==> src/design/mm_pkg.sv <==
// shared types and codes for the matrix multiply block
package mm_pkg;

    // index bits carried in a tag, enough for the largest supported dimension
    localparam int DIM_W = 3;

    localparam logic [2:0] DIM_RESET = 3'd4;

    localparam logic [1:0] ACT_WRITE_A = 2'd0;
    localparam logic [1:0] ACT_WRITE_B = 2'd1;
    localparam logic [1:0] ACT_COMPUTE = 2'd2;

    localparam logic [1:0] REG_ROWS_A    = 2'd0;
    localparam logic [1:0] REG_INNER_DIM = 2'd1;
    localparam logic [1:0] REG_COLS_B    = 2'd2;

    typedef struct packed {
        logic [1:0]         action;
        logic [1:0]         row;
        logic [1:0]         col;
        logic signed [31:0] value;
    } item_t;

    typedef struct packed {
        logic [1:0]         out_row;
        logic [1:0]         out_col;
        logic signed [31:0] out_value;
        logic               last;
    } result_t;

    // control that travels with a partial sum down the chain
    typedef struct packed {
        logic             valid;
        logic [DIM_W-1:0] row_idx;
        logic [DIM_W-1:0] col_idx;
        logic             last;
    } tag_t;

endpackage

==> src/design/mm_cell.sv <==
// one chain cell: holds one column of A and one row of B, adds its inner product term
module mm_cell
    import mm_pkg::*;
#(
    parameter int MAX_DIM = 4,
    parameter int ACC_W   = 67
)
(
    input  logic                                          clk,
    input  logic                                          rst_n,
    input  logic                                          adv,
    input  logic                                          cell_on,
    input  logic                                          a_write,
    input  logic                                          b_write,
    input  logic [((MAX_DIM > 1) ? $clog2(MAX_DIM) : 1)-1:0] wr_addr,
    input  logic signed [31:0]                            wr_value,
    input  tag_t                                          tag_in,
    input  logic signed [ACC_W-1:0]                       psum_in,
    output tag_t                                          tag_out,
    output logic signed [ACC_W-1:0]                       psum_out
);

    localparam int IDX_W = (MAX_DIM > 1) ? $clog2(MAX_DIM) : 1;

    logic signed [31:0]      a_store_reg [MAX_DIM];
    logic signed [31:0]      b_store_reg [MAX_DIM];

    logic signed [31:0]      a_sel;
    logic signed [31:0]      b_sel;
    logic signed [63:0]      prod_next;
    logic signed [63:0]      prod_reg;
    logic signed [ACC_W-1:0] psum_s1_reg;
    logic signed [ACC_W-1:0] psum_next;
    logic signed [ACC_W-1:0] psum_out_reg;
    tag_t                    tag_s1_reg;
    tag_t                    tag_out_reg;

    always_ff @(posedge clk)
    begin
        if (a_write)
        begin
            a_store_reg[wr_addr] <= wr_value;
        end
        if (b_write)
        begin
            b_store_reg[wr_addr] <= wr_value;
        end
    end

    // A entry by output row, B entry by output column
    assign a_sel = a_store_reg[tag_in.row_idx[IDX_W-1:0]];
    assign b_sel = b_store_reg[tag_in.col_idx[IDX_W-1:0]];

    // cells past the inner dimension pass the sum through
    assign prod_next = cell_on ? (64'(a_sel) * 64'(b_sel)) : '0;
    assign psum_next = psum_s1_reg + {{(ACC_W-64){prod_reg[63]}}, prod_reg};

    always_ff @(posedge clk or negedge rst_n)
    begin
        if (!rst_n)
        begin
            tag_s1_reg  <= '0;
            tag_out_reg <= '0;
        end
        else if (adv)
        begin
            tag_s1_reg  <= tag_in;
            tag_out_reg <= tag_s1_reg;
        end
    end

    always_ff @(posedge clk)
    begin
        if (adv)
        begin
            prod_reg     <= prod_next;
            psum_s1_reg  <= psum_in;
            psum_out_reg <= psum_next;
        end
    end

    assign tag_out  = tag_out_reg;
    assign psum_out = psum_out_reg;

endmodule

==> config.mk <==
export PLATFORM = sky130hd
export DESIGN_NAME = mm_cell
export DESIGN_NICKNAME = d
export VERILOG_FILES = /design/src/design/mm_pkg.sv /design/src/design/mm_cell.sv
export SDC_FILE = /design/constraint.sdc
export NUM_CORES = 2
export LEC_CHECK = 0
export BUFFER_PORTS_ARGS = -buffer_cell sky130_fd_sc_hd__buf_2
export CORE_MARGIN = 5
export CORE_UTILIZATION = 30
export CTS_CLUSTER_SIZE = 12
export DETAILED_ROUTE_END_ITERATION = 8
export SYNTH_ARGS = -nofsm -noshare
export SYNTH_HDL_FRONTEND = slang
export SYNTH_SLANG_ARGS = --single-unit
export TNS_END_PERCENT = 5
==> constraint.sdc <==
create_clock -name clk -period 7.7 [get_ports clk]
set_input_delay 1.925 -clock clk [delete_from_list [all_inputs] [get_ports clk]]
set_output_delay 1.925 -clock clk [all_outputs]
set_load 0.01 [all_outputs]
==> out/qor.txt <==
Synth Register Bits = 470
initial antenna violation count = 26
drt total wl = 174000 microns
worst clock skew = 0.0437 ns
most frequent CP cell = fa_1
routed vias = 40400
Critical Path AT = 9.62 ns
Synth Area in Compound Gates = 0.0631
Setup CP Type = in -> reg
CTS H-Tree Depth = 2
Async S/R FF share, synth = 0.0340
clk sinks = 470
Tmin final = 9.26 ns
CTS Root Cell = clkbuf_16
CP max stage delay = 0.57 ns
fin worst setup slack = -1.56 ns
commonest non-fill, non-tap cell in the layout = fa_1
Gate Count Post-Synth = 5301
Detail Route Antenna Nets = 0
number of buffers created by CTS = 55
failing checks = negative setup slack
post-synthesis xor/xnor area fraction = 0.0200
Final Max Tran Viols = 0
commonest cells after routing, fill and taps aside = fa_1 (1068), inv_1 (1008), nor2_1 (642)
hold slack = 0.503 ns
# nets final = 7496
Mean Syn Cell Area = 10.5 sq um
DRC Markers = 0
Synth Area in Adders = 0.445
EDFF count, synth = 454
core area = 185000 sq um
final setup fails = 52
Pre-antenna DRT Iters = 6
Clk pin slew, worst setup/hold paths = 0.06 ns
CP max stage cell = fa_2
worst setup path startpoint = tag_in[1]
vias in the first global route = 44900
RR Startpoint = b_store_reg[3][3]
Startpoint Class = input pin
hold path start = tag_out[1]
DIE WIDTH = 441 microns
Remaining Overflow, GRT = 0
sequential area share after synthesis = 0.252
post-DP HPWL = 144000 microns
prevailing post-synth register cell = edfxtp_1
Via density = 4.71
area grow syn2layout = 22.7%
GP Congestion = 0.966
layout cells sized above 1 = 0.214
CP max FO = 8
RSZ-0062 raised after global routing = yes
DRT iter0 DRCs = 2538
fin crit share = 1.20
worst slack, placed = -2.87 ns
slew at the pin closest to its max-slew limit = 1.11 ns
die area = 195000 sq um
Chip Height = 441 microns
CTS tree = done
Port Buffer Count = 189
Cell Area, Synth = 55700 sq um
max frequency = 108 MHz
# rows = 158
CP required = 8.06 ns
main combinational cell family by area after synthesis = adder cells
first-pass GRT wire length = 268000 microns
Worst-Skew Late Latency = 0.68 ns
HP Class = reg -> reg
largest net degree at the start of global routing = 110
Fin. Hold Viols = 0
Syn. warnings = 0
R2R setup slack = -0.48 ns
clock buffer depth = 3
Critical Path End Type = flip-flop
Post-Syn Nets = 6749
initial cell density of the core = 0.301
gr usage total = 0.182
Synth cell types = 86
Slew HR = 0.257
status = finished with violations
multiplexer share of the synthesized area = 0.0282
DR WL/cell = 20.3 microns
Post-Synth Simple-Gate Area = 0.105
total of max-cap violations = 0
I/O Pins = 190
[per-stage QoR]
| step | setup TNS (ns) | util | instance area [sq um] | instances |
|---|---|---|---|---|
| after global placement | -114.47 | 0.353 | 65300 | 8429 |
| after CTS | -56.11 | 0.367 | 67900 | 8560 |
| after detailed placement | -119.09 | 0.353 | 65300 | 8429 |
| after floorplan | -75.03 | - | 56100 | 5301 |
| after global routing | -69.59 | 0.369 | 68400 | 8572 |
| final | -58.37 | 0.369 | 68400 | 8578 |
[layout make-up]
class / instances / area, sq um
clock buffers: 70 / 1470
repair buffers: 932 / 7930
multi-input cells: 3572 / 37800
flip-flops and latches: 470 / 14000
well taps: 2480 / 3100
diodes: 6 / 15.0
clock inverters: 31 / 234
fillers: 18300 / 117000
inverters: 1017 / 3820
[layer usage]
layer  wire length [microns]  track usage  up-vias
met4                    6820       0.0621        6
met1                   71300        0.232    20800
li1                        -            -    18000
met5                      33            0        -
met3                   11900       0.0323      302
met2                   84400        0.312     1266
[logic make-up after synthesis]
logic type	count (synthesis)
and+or+nand+nor	1433
adders and majority gates	1333
buffers and inverters	1259
AOI/OAI and AO/OA	542
DFF	470
muxes	137
xor gates and xnor gates	127
[cells in the mapped netlist, types with 5 or more instances]
library cell,instances,area [sq um]
fa_1,1083,21700
inv_1,1017,3820
nor2_1,650,2440
nand2_1,584,2190
edfxtp_1,454,13600
ha_1,250,3130
clkbuf_1,215,807
a21oi_1,136,681
a21o_1,82,616
o21ai_0,80,400
xnor2_1,78,683
mux2_2,71,800
o21a_1,58,435
mux2i_1,57,571
xor2_1,49,429
o21ai_1,47,235
nand3_1,28,140
and2_1,26,163
o21bai_1,26,195
nand4_1,25,156
nor3_1,21,105
nand2b_1,20,125
a31oi_1,17,106
dfrtp_1,16,400
a211oi_1,15,113
buf_1,13,48.8
nor2b_1,13,81.3
or2_2,13,81.3
a221oi_1,10,87.6
and3_1,10,62.6
nor3b_1,10,75.1
o31ai_1,10,75.1
mux4_2,9,203
o211ai_1,8,60.1
a21boi_0,6,45.0
nor4_1,5,31.3
or3_1,5,31.3
[worst max-delay path: cells and delay by family]
kind                     cells  cell delay (ns)
adder cells (fa/ha/maj)      9             4.29
AO/OA/AOI/OAI                9             1.34
buffers and inverters       11             1.28
AND/OR/NAND/NOR              4             0.66
multiplexers                 1             0.11
[timing repair]
action,4_1_cts,5_1_grt
resized for setup,129,81
hold buffers,0,0
endpoints found under the hold margin,0,0
gates cloned,3,2
endpoints found under the setup margin,54,54
pin swaps,50,40
buffers inserted,27,10
[worst paths after layout]
kind | end | depth (start not counted)
max | prod_reg[63] | 34
min | tag_out[1] | 1
max reg2reg | prod_reg[63] | 29
min reg2reg | tag_out[1] | 1
max in group asynchronous | tag_s1_reg[1] | 1
min in group asynchronous | tag_out[4] | 1
Power is left out: the tool's default activity adds up to more than one toggle a clock period on the data nets, which glitch-free logic cannot reach.
