--- config.mk ---
export PLATFORM = sky130hd
export DESIGN_NAME = mm_out
export DESIGN_NICKNAME = d
export VERILOG_FILES = /design/src/design/mm_pkg.sv /design/src/design/mm_out.sv
export SDC_FILE = /design/constraint.sdc
export NUM_CORES = 1
export LEC_CHECK = 0
export BUFFER_PORTS_ARGS = -buffer_cell sky130_fd_sc_hd__buf_2
export CORE_UTILIZATION = 51
export CTS_BUF_LIST = sky130_fd_sc_hd__clkbuf_16
export CTS_CLUSTER_SIZE = 25
export DETAILED_ROUTE_END_ITERATION = 10
export GPL_TIMING_DRIVEN = 0
export PLACE_DENSITY = 0.88
export REMOVE_ABC_BUFFERS = 1
export SLEW_MARGIN = 30
export SYNTH_ARGS = -nofsm -noshare
export SYNTH_HDL_FRONTEND = slang
export SYNTH_SLANG_ARGS = --single-unit
export TNS_END_PERCENT = 5
--- constraint.sdc ---
create_clock -name clk -period 2.3 [get_ports clk]
set_input_delay 0.23 -clock clk [delete_from_list [all_inputs] [get_ports clk]]
set_output_delay 0.23 -clock clk [all_outputs]
set_load 0.01 [all_outputs]
--- src/design/mm_pkg.sv ---
// shared types and codes for the matrix multiply block
package mm_pkg;

    // index bits carried in a tag, enough for the largest supported dimension
    localparam int DIM_W = 3;

    localparam logic [2:0] DIM_RESET = 3'd4;

    localparam logic [1:0] ACT_WRITE_A = 2'd0;
    localparam logic [1:0] ACT_WRITE_B = 2'd1;
    localparam logic [1:0] ACT_COMPUTE = 2'd2;

    localparam logic [1:0] REG_ROWS_A    = 2'd0;
    localparam logic [1:0] REG_INNER_DIM = 2'd1;
    localparam logic [1:0] REG_COLS_B    = 2'd2;

    typedef struct packed {
        logic [1:0]         action;
        logic [1:0]         row;
        logic [1:0]         col;
        logic signed [31:0] value;
    } item_t;

    typedef struct packed {
        logic [1:0]         out_row;
        logic [1:0]         out_col;
        logic signed [31:0] out_value;
        logic               last;
    } result_t;

    // control that travels with a partial sum down the chain
    typedef struct packed {
        logic             valid;
        logic [DIM_W-1:0] row_idx;
        logic [DIM_W-1:0] col_idx;
        logic             last;
    } tag_t;

endpackage

--- src/design/mm_out.sv ---
// rounds and saturates the finished sum and holds the result word for the consumer
module mm_out
    import mm_pkg::*;
#(
    parameter int ACC_W = 67
)
(
    input  logic                    clk,
    input  logic                    rst_n,
    input  tag_t                    tag_in,
    input  logic signed [ACC_W-1:0] psum_in,
    input  logic                    result_stall,
    output logic                    adv,
    output logic                    result_valid,
    output result_t                 result
);

    logic [ACC_W-1:0]      biased;
    logic [ACC_W-48:0]     hi_bits;
    logic signed [31:0]    sat_value;
    logic                  valid_reg;
    result_t               result_reg;
    result_t               result_next;

    // round half up at bit 16, then keep the Q16.16 part
    assign biased  = psum_in + ACC_W'(32'h0000_8000);
    assign hi_bits = biased[ACC_W-1:47];

    always_comb
    begin
        if ((&hi_bits) || !(|hi_bits))
        begin
            sat_value = biased[47:16];
        end
        else if (biased[ACC_W-1])
        begin
            sat_value = 32'sh8000_0000;
        end
        else
        begin
            sat_value = 32'sh7fff_ffff;
        end
        result_next.out_row   = tag_in.row_idx[1:0];
        result_next.out_col   = tag_in.col_idx[1:0];
        result_next.out_value = sat_value;
        result_next.last      = tag_in.last;
    end

    // the whole chain moves only when the output word can be replaced
    assign adv = !valid_reg || !result_stall;

    always_ff @(posedge clk or negedge rst_n)
    begin
        if (!rst_n)
        begin
            valid_reg <= 1'b0;
        end
        else if (adv)
        begin
            valid_reg <= tag_in.valid;
        end
    end

    always_ff @(posedge clk)
    begin
        if (adv && tag_in.valid)
        begin
            result_reg <= result_next;
        end
    end

    assign result_valid = valid_reg;
    assign result       = result_reg;

endmodule

==> impl_metrics.ini <==
[status]
status = finished, violations left
violations = negative setup slack

[clock_network]
tritoncts = done
root_buffer = clkbuf_16
cts_sinks = 38
insertion_delay_ns = 0.29
path_clk_slew_ns = 0.06
cts_htree_levels = 2
max-clock-path-buffers = 2
cts_buffers = 5

[worst_setup_path]
critPathLaunchType = primary input
cp_max_fo = 12
crit_path_end_kind = register
crit_family = simple AND/OR/NAND/NOR gates
cp_cell_sequence = buf_6 -> and4_4 -> buf_4 -> nand3_4 -> nor4_4 -> buf_4 -> mux2i_1 -> or4_4 -> nor4_1 -> nor3_1
arrival_ns = 2.87
crit_path_frequent_cell = buf_4
cpPeakStageDelay_ns = 0.70
crit_required_ns = 2.30
crit_slowest_cell = or4_4
criticalPathCategory = primary input to register
path_buf_inv = 3

[timing]
clock_skew_ns = 0.005795
setup_viol = 31
slew_headroom = 0.2582
finalHoldViolCount = 0
rsz0062_at_grt = yes
post-route-period-util = 1.245
min_period_ns = 2.864
drv_slew = 0
tightest_slew_ns = 1.104
fin_ws_ns = -0.5640
timing.fmax_ghz = 0.3492

[routing]
drc_errors = 0
via_per_inst = 7.378
ant_nets = 0
vias = 4368
wirelength_mm = 14.11
firstDrtPassIters = 6
wl_per_cell_um = 23.83
drtIter0Drc = 620

[power]
ir_worst_vdd_mv = 0.4600
pwr-share-clk = 0.378
seqPwrFrac = 0.395
p_sw_frac = 0.2728
p_leak_uw = 0.001838
p_total_uw = 2068
intPower_uw = 1504
p_sw_uw = 564.1
pwr-share-comb = 0.228
power_density_mw_per_mm2 = 418.0

[yosys]
synthDistinctLibCells = 50
synth_edf_count = 37
synth_flop_cell = edfxtp_1
ys_ff_latch = 38
yosysWarnings = 0
netlist_instances = 397
syn_area_mm2 = 0.003366
synth.avg_cell_area_um2 = 8.478
async_flop_share = 0.02632
ys_seq_area_frac = 0.3375

[grt]
antenna_found_initial = 0
grt_pass1_vias = 3943
grt_pass1_wl_mm = 19.31
grt_overflow = 0
track_usage = 0.3505
grt_max_degree = 32

[place]
pre_cts_ws_ns = -1.764
portBuffers = 99
dp_cells = 544
hpwl_mm = 7.218
routabilityCongestion = 0.9203

[layout]
largest_reg_flops = 37
final_cells = 592
area_growth_pct = 46.99
drive_gt1_frac = 0.4058
nNetsFinal = 593
num_antenna_cells = 0

[worst_hold_path]
hold_class = primary input to register

[floorplanning]
core_mm2 = 0.006350
die_area_mm2 = 0.006928
fp.dieW_um = 83.24
rows = 29
start_util = 0.5300
die_h_um = 83.24
io_pins = 117

[flow_run]
max_cap_violations = 0
per-stage QoR:
step | setup TNS, ns | util | hold slack, ns | cell area, µm²
after floorplan | -34.34 | - | -0.06559 | 3224
after global placement | -68.03 | 0.6010 | 0.004321 | 3816
after detailed placement | -48.45 | 0.6138 | 0.01090 | 3897
after CTS | -10.82 | 0.7373 | 0.1219 | 4682
after global routing | -15.34 | 0.7791 | 0.1275 | 4947
final | -14.38 | 0.7791 | 0.1279 | 4947
path summary, 6_finish.rpt:
path	from	to	slack (ns)	depth (start not counted)
worst min register to register	result_valid	result_valid	0.63	2
worst max register to register	result_valid	result[24]	0.73	3
min in group asynchronous	rst_n	result_valid	0.27	2
worst max-delay path	psum_in[45]	result[19]	-0.56	10
max in group asynchronous	rst_n	result_valid	1.94	2
worst min-delay path	tag_in[0]	result[0]	0.13	1
cell usage in the layout, fill, tap and decap left out, types with 4 or more instances in the layout:
master / n
buf_12: 5
a221oi_2: 7
a2111o_2: 4
o31a_1: 4
buf_6: 11
and2_1: 6
and3_4: 4
a221oi_1: 13
buf_8: 4
and4_4: 7
buf_2: 69
and2_4: 5
inv_1: 8
and4_1: 4
nor4_1: 19
edfxtp_1: 37
and3_1: 6
nor4_4: 5
clkbuf_16: 5
a21oi_1: 5
nand3_1: 16
nor4_2: 11
nand2_1: 20
buf_4: 45
xnor2_1: 21
nor2_1: 56
nand4_1: 26
nor3_1: 15
nor2_4: 4
or3_1: 6
xor2_1: 17
kinds of logic (layout without fill, tap and decap cells):
logic type | after synthesis | count (layout) | share of synthesized area
adders and majority gates | 1 | 1 | 0.003717
and+or+nand+nor | 229 | 232 | 0.3796
AOI/OAI and AO/OA | 46 | 48 | 0.1093
xor gates and xnor gates | 39 | 39 | 0.1015
DFF | 38 | 38 | 0.3375
muxes | 6 | 6 | 0.01859
buffers and inverters | 38 | 151 | 0.04981
routing by layer:
metal  up-vias  global-route usage  part of all wire
met5         -                   0                 0
met4         0              0.2492             0.088
met3       154             0.07356              0.11
met2       437              0.5648              0.45
met1      1978              0.4151              0.34
li1       1799                   -                 -
power groups by stage:
stage / registers, µW / logic (µW) / clock network, µW
2_1_floorplan: 852 / 144 / 0
3_3_place_gp: 829 / 329 / 0
3_5_place_dp: 829 / 351 / 0
4_1_cts: 815 / 415 / 771
5_1_grt: 819 / 493 / 795
6_report: 816 / 471 / 781
Yosys cell counts, types with 5 or more instances:
library cell	count	area [µm²]
a21oi_1	5	25.02
a221oi_1	20	175.2
and2_1	11	68.82
and3_1	9	56.30
and4_1	9	78.83
clkbuf_1	23	86.33
edfxtp_1	37	1111
inv_1	7	26.28
nand2_1	20	75.07
nand3_1	19	95.09
nand4_1	26	162.7
nor2_1	58	217.7
nor3_1	16	80.08
nor4_1	35	219.0
or3_1	7	43.79
xnor2_1	22	192.7
xor2_1	17	148.9
cell type report:
| cell class | instances | area [µm²] |
|---|---|---|
| Multi-Input combinational cell | 326 | 2521 |
| Fill cell | 389 | 1403 |
| Sequential cell | 38 | 1136 |
| Timing Repair Buffer | 136 | 1005 |
| Clock buffer | 5 | 125.1 |
| Tap cell | 77 | 96.34 |
| Clock inverter | 3 | 37.54 |
| Inverter | 7 | 26.28 |
timing repair:
item                                    in CTS  in global routing
endpoints found under the setup margin      31                 31
setup buffers                               25                  9
pin swaps                                   20                  9
resized for setup                           85                 37
gates cloned                                 4                  1
endpoints found under the hold margin        1                  0
hold buffers                                 1                  0
No activity file was read; power rests on OpenSTA's default activity.
