--- config.mk ---
export PLATFORM = sky130hd
export DESIGN_NAME = mm_issue
export DESIGN_NICKNAME = d
export VERILOG_FILES = /design/src/design/mm_pkg.sv /design/src/design/mm_issue.sv
export SDC_FILE = /design/constraint.sdc
export NUM_CORES = 1
export LEC_CHECK = 0
export BUFFER_PORTS_ARGS = -buffer_cell sky130_fd_sc_hd__buf_4
export CAP_MARGIN = 5
export CORE_MARGIN = 5
export CORE_UTILIZATION = 25
export CTS_CLUSTER_SIZE = 8
export DETAILED_ROUTE_END_ITERATION = 8
export SLEW_MARGIN = 10
export SYNTH_ARGS = -nofsm -noshare
export SYNTH_HDL_FRONTEND = slang
export SYNTH_SLANG_ARGS = --single-unit
--- constraint.sdc ---
create_clock -name clk -period 2.95 [get_ports clk]
set_clock_uncertainty 0.05 [all_clocks]
set_input_delay 0.59 -clock clk [delete_from_list [all_inputs] [get_ports clk]]
set_output_delay 0.59 -clock clk [all_outputs]
set_load 0.05 [all_outputs]
--- src/design/mm_pkg.sv ---
// shared types and codes for the matrix multiply block
package mm_pkg;

    // index bits carried in a tag, enough for the largest supported dimension
    localparam int DIM_W = 3;

    localparam logic [2:0] DIM_RESET = 3'd4;

    localparam logic [1:0] ACT_WRITE_A = 2'd0;
    localparam logic [1:0] ACT_WRITE_B = 2'd1;
    localparam logic [1:0] ACT_COMPUTE = 2'd2;

    localparam logic [1:0] REG_ROWS_A    = 2'd0;
    localparam logic [1:0] REG_INNER_DIM = 2'd1;
    localparam logic [1:0] REG_COLS_B    = 2'd2;

    typedef struct packed {
        logic [1:0]         action;
        logic [1:0]         row;
        logic [1:0]         col;
        logic signed [31:0] value;
    } item_t;

    typedef struct packed {
        logic [1:0]         out_row;
        logic [1:0]         out_col;
        logic signed [31:0] out_value;
        logic               last;
    } result_t;

    // control that travels with a partial sum down the chain
    typedef struct packed {
        logic             valid;
        logic [DIM_W-1:0] row_idx;
        logic [DIM_W-1:0] col_idx;
        logic             last;
    } tag_t;

endpackage

--- src/design/mm_issue.sv ---
// walks the product elements in row-major order and feeds one tag a cycle into the chain while adv is high
module mm_issue
    import mm_pkg::*;
#(
    parameter int MAX_DIM = 4
)
(
    input  logic                           clk,
    input  logic                           rst_n,
    input  logic                           start,
    input  logic                           adv,
    input  logic [$clog2(MAX_DIM+1)-1:0]   nr,
    input  logic [$clog2(MAX_DIM+1)-1:0]   nc,
    output tag_t                           tag
);

    localparam int IDX_W = (MAX_DIM > 1) ? $clog2(MAX_DIM) : 1;

    typedef enum logic {S_IDLE, S_ISSUE} state_t;

    state_t           state_reg;
    logic [IDX_W-1:0] i_reg;
    logic [IDX_W-1:0] j_reg;
    tag_t             tag_reg;
    tag_t             tag_next;
    logic             row_end;
    logic             col_end;

    assign row_end = (({1'b0, i_reg} + 1'b1) == (IDX_W+1)'(nr));
    assign col_end = (({1'b0, j_reg} + 1'b1) == (IDX_W+1)'(nc));

    always_comb
    begin
        tag_next.valid   = (state_reg == S_ISSUE);
        tag_next.row_idx = DIM_W'(i_reg);
        tag_next.col_idx = DIM_W'(j_reg);
        tag_next.last    = row_end && col_end;
    end

    always_ff @(posedge clk or negedge rst_n)
    begin
        if (!rst_n)
        begin
            state_reg <= S_IDLE;
            i_reg     <= '0;
            j_reg     <= '0;
            tag_reg   <= '0;
        end
        else
        begin
            case (state_reg)
                S_IDLE:
                begin
                    if (start)
                    begin
                        state_reg <= S_ISSUE;
                        i_reg     <= '0;
                        j_reg     <= '0;
                    end
                end
                S_ISSUE:
                begin
                    if (adv)
                    begin
                        if (col_end)
                        begin
                            j_reg <= '0;
                            if (row_end)
                            begin
                                state_reg <= S_IDLE;
                            end
                            else
                            begin
                                i_reg <= i_reg + 1'b1;
                            end
                        end
                        else
                        begin
                            j_reg <= j_reg + 1'b1;
                        end
                    end
                end
                default:
                begin
                    state_reg <= S_IDLE;
                end
            endcase
            if (adv)
            begin
                tag_reg <= tag_next;
            end
        end
    end

    assign tag = tag_reg;

endmodule

==> results.json <==
{
  "fp.dieArea_um2": 3640,
  "drv_slew": 0,
  "cap_violations": 0,
  "synth_top_family_by_area": "compound AO/OA/AOI/OAI gates",
  "r2r-end": "i_reg[0]$_DFFE_PN0P_",
  "avgSynthCellArea_um2": 10.9,
  "start_util_pct": 25.8,
  "initialDrtViolationCount": 7,
  "ant_nets": 0,
  "p_leak_nw": 0.359,
  "fin_crit_sh_pct": 60.7,
  "ios": 18,
  "cts_resized": 0,
  "clock-root-buffer": "clkbuf_4",
  "required_ns": 3.11,
  "synth-seq-cells": 11,
  "worstSetupPathType": "reg -> reg",
  "vdd_drop_max_mv": 0.523,
  "rsz0062_at_grt": "no",
  "antenna_found_initial": 0,
  "cts_buffer_depth": 2,
  "numClockSinks": 11,
  "synth_cells": 58,
  "routed_via_density": 4.61,
  "synth_xor_area_share_pct": 10.7,
  "portBuffers": 15,
  "postCtsSetupBuffers": 0,
  "worstSetupStartpointType": "flop",
  "wl_per_cell_um": 11.8,
  "drive_gt1_share_pct": 36.5,
  "cp_slowest_cell": "dfrtp_1",
  "slowest_delay_ns": 0.43,
  "drt-total-wl_mm": 1.23,
  "hpwl_mm": 1.01,
  "grt_pass1_wl_mm": 2.23,
  "power.density_nw_per_um2": 1050,
  "min_path_type": "in -> async",
  "max_freq_ghz": 0.559,
  "yosys.area.top_type": "dfrtp_1",
  "drt-pass1-iter-count": 4,
  "vias": 479,
  "dieWidth_um": 60.3,
  "timing.final.crit_period_ns": 1.79,
  "numCtsBuffers": 3,
  "syn-cell-area_um2": 633,
  "synth_compound_area_share_pct": 13.8,
  "grt_use_total_pct": 8.22,
  "crit_arrival_ns": 1.95,
  "cts_tree": "yes",
  "yosys_warnings": 0,
  "place_ws_ns": 1.15,
  "r2r_setup_slack_ns": 1.16,
  "synthMuxAreaShare_pct": 10.5,
  "outcome": "completed",
  "path_cells": "ha_1 -> xnor2_2 -> nand4_2 -> a2111oi_2 -> a211o_1",
  "cts_hold_buf": 0,
  "ys_seq_area_share_pct": 43.5,
  "cp_max_fo": 6,
  "setup_ws_ns": 1.16,
  "nNetsFinal": 87,
  "grt_max_degree": 12,
  "synthToLayoutAreaGrowth_pct": 24.9,
  "setup_viol": 0,
  "end_kind": "flop",
  "crit_start": "j_reg[0]$_DFFE_PN0P_",
  "largest_reg_flops": 6,
  "reg2regPathDepth": 5,
  "yosys-top-cells-area": "dfrtp_1 43%, mux2_2 8.9%, xnor2_2 5.1%",
  "synthDistinctLibCells": 27,
  "die_h_um": 60.3,
  "coreArea_um2": 2450,
  "r2r-start": "j_reg[0]$_DFFE_PN0P_",
  "overflow": 0,
  "gp_congestion": 0.704,
  "synth_simple_gate_area_share_pct": 11.1,
  "grt_pass1_vias": 483,
  "drc": 0,
  "clk_pin_slew_ns": 0.07,
  "synth_top_area_share_pct": 43.5,
  "placementRows": 18,
  "diodes": 0,
  "finalSetupTns_ns": 0,
  "h-tree-depth": 1,
  "hold_violations": 0,
  "insertion_delay_ns": 0.26,
  "synth_adder_area_share_pct": 3.95,
  "hold-worst-slack_ns": 0.0956
}
## placed cells by master, fill, tap and decap left out
cell,count
buf_4,15
and2_1,1
a31oi_1,2
nor2_1,3
a2111oi_2,1
mux2i_1,1
a22oi_1,1
nand2b_1,2
xor2_1,2
clkbuf_4,3
xnor2_1,2
xnor2_2,2
o22ai_1,1
o41ai_1,1
o21ai_0,2
a21oi_1,2
nand4_2,1
ha_1,2
inv_1,4
nor3_1,1
nor3b_1,1
dfrtp_1,11
conb_1,2
a41oi_1,1
clkbuf_1,1
nand3_1,3
a211o_1,1
mux2_2,5
## worst max-delay path, delay by kind of cell (launching register included)
family	cells	cell delay, ns
AOI/OAI and AO/OA	2	0.52
DFF	1	0.43
xor gates and xnor gates	1	0.17
adders and majority gates	1	0.36
and+or+nand+nor	1	0.20
## synth_stat cells (all sizes together)
cell type,number
a2111oi,1
a211o,1
a21oi,2
a22oi,1
a31oi,2
a41oi,1
and2,1
buf,2
clkbuf,2
conb,1
dfrtp,11
ha,2
inv,4
mux2,5
mux2i,1
nand2b,2
nand3,3
nand4,1
nor2,3
nor3,1
nor3b,1
o21ai,2
o22ai,1
o41ai,1
xnor2,4
xor2,2
## cell type report
type / count / area [um^2]
fillers: 248 / 1660
multi-input cells: 40 / 324
flip-flops and latches: 11 / 275
repair buffers: 15 / 113
well taps: 30 / 37.5
clock buffers: 4 / 26.3
inverters: 4 / 15.0
## worst max-delay path by stage
stage	to	slack [ns]	depth (start not counted)
final	i_reg[0]$_DFFE_PN0P_	1.16	5
after global routing	i_reg[0]$_DFFE_PN0P_	0.99	5
after CTS	i_reg[0]$_DFFE_PN0P_	1.14	5
after detailed placement	i_reg[0]$_DFFE_PN0P_	1.15	5
after global placement	i_reg[0]$_DFFE_PN0P_	1.17	5
after floorplan	i_reg[0]$_DFFE_PN0P_	1.29	5
## logic make-up (layout without fill, tap and decap cells)
group / count (synthesis) / in the layout
AO/OA/AOI/OAI: 12 / 12
flip-flops: 11 / 11
XOR/XNOR: 6 / 6
AND/OR/NAND/NOR: 12 / 12
other: 1 / 2
adder cells (fa/ha/maj): 2 / 2
multiplexers: 6 / 6
buffers and inverters: 8 / 23
## where the power goes
| part | switching [mW] | internal [mW] |
|---|---|---|
| registers | 0.0588 | 0.211 |
| clock network | 0.0460 | 0.0522 |
| logic | 0.268 | 0.191 |
## stage by stage
stage                     area [um^2]  total power [mW]  std cells  utilization [%]
after floorplan                   637             0.621         59                -
after global placement            764             0.726        100             31.1
after detailed placement          764             0.738        100             31.1
after CTS                         791             0.839        104             32.2
after global routing              791             0.896        104             32.2
final                             791             0.827        104             32.2
## metal layers
layer,track usage [%],up-vias,part of all wire (%)
li1,-,235,-
met1,10.0,225,47
met2,12.8,17,45
met3,4.32,2,8.0
met4,1.90,0,0.49
met5,0,-,0
Note: power is estimated with default switching activity, not from simulation.
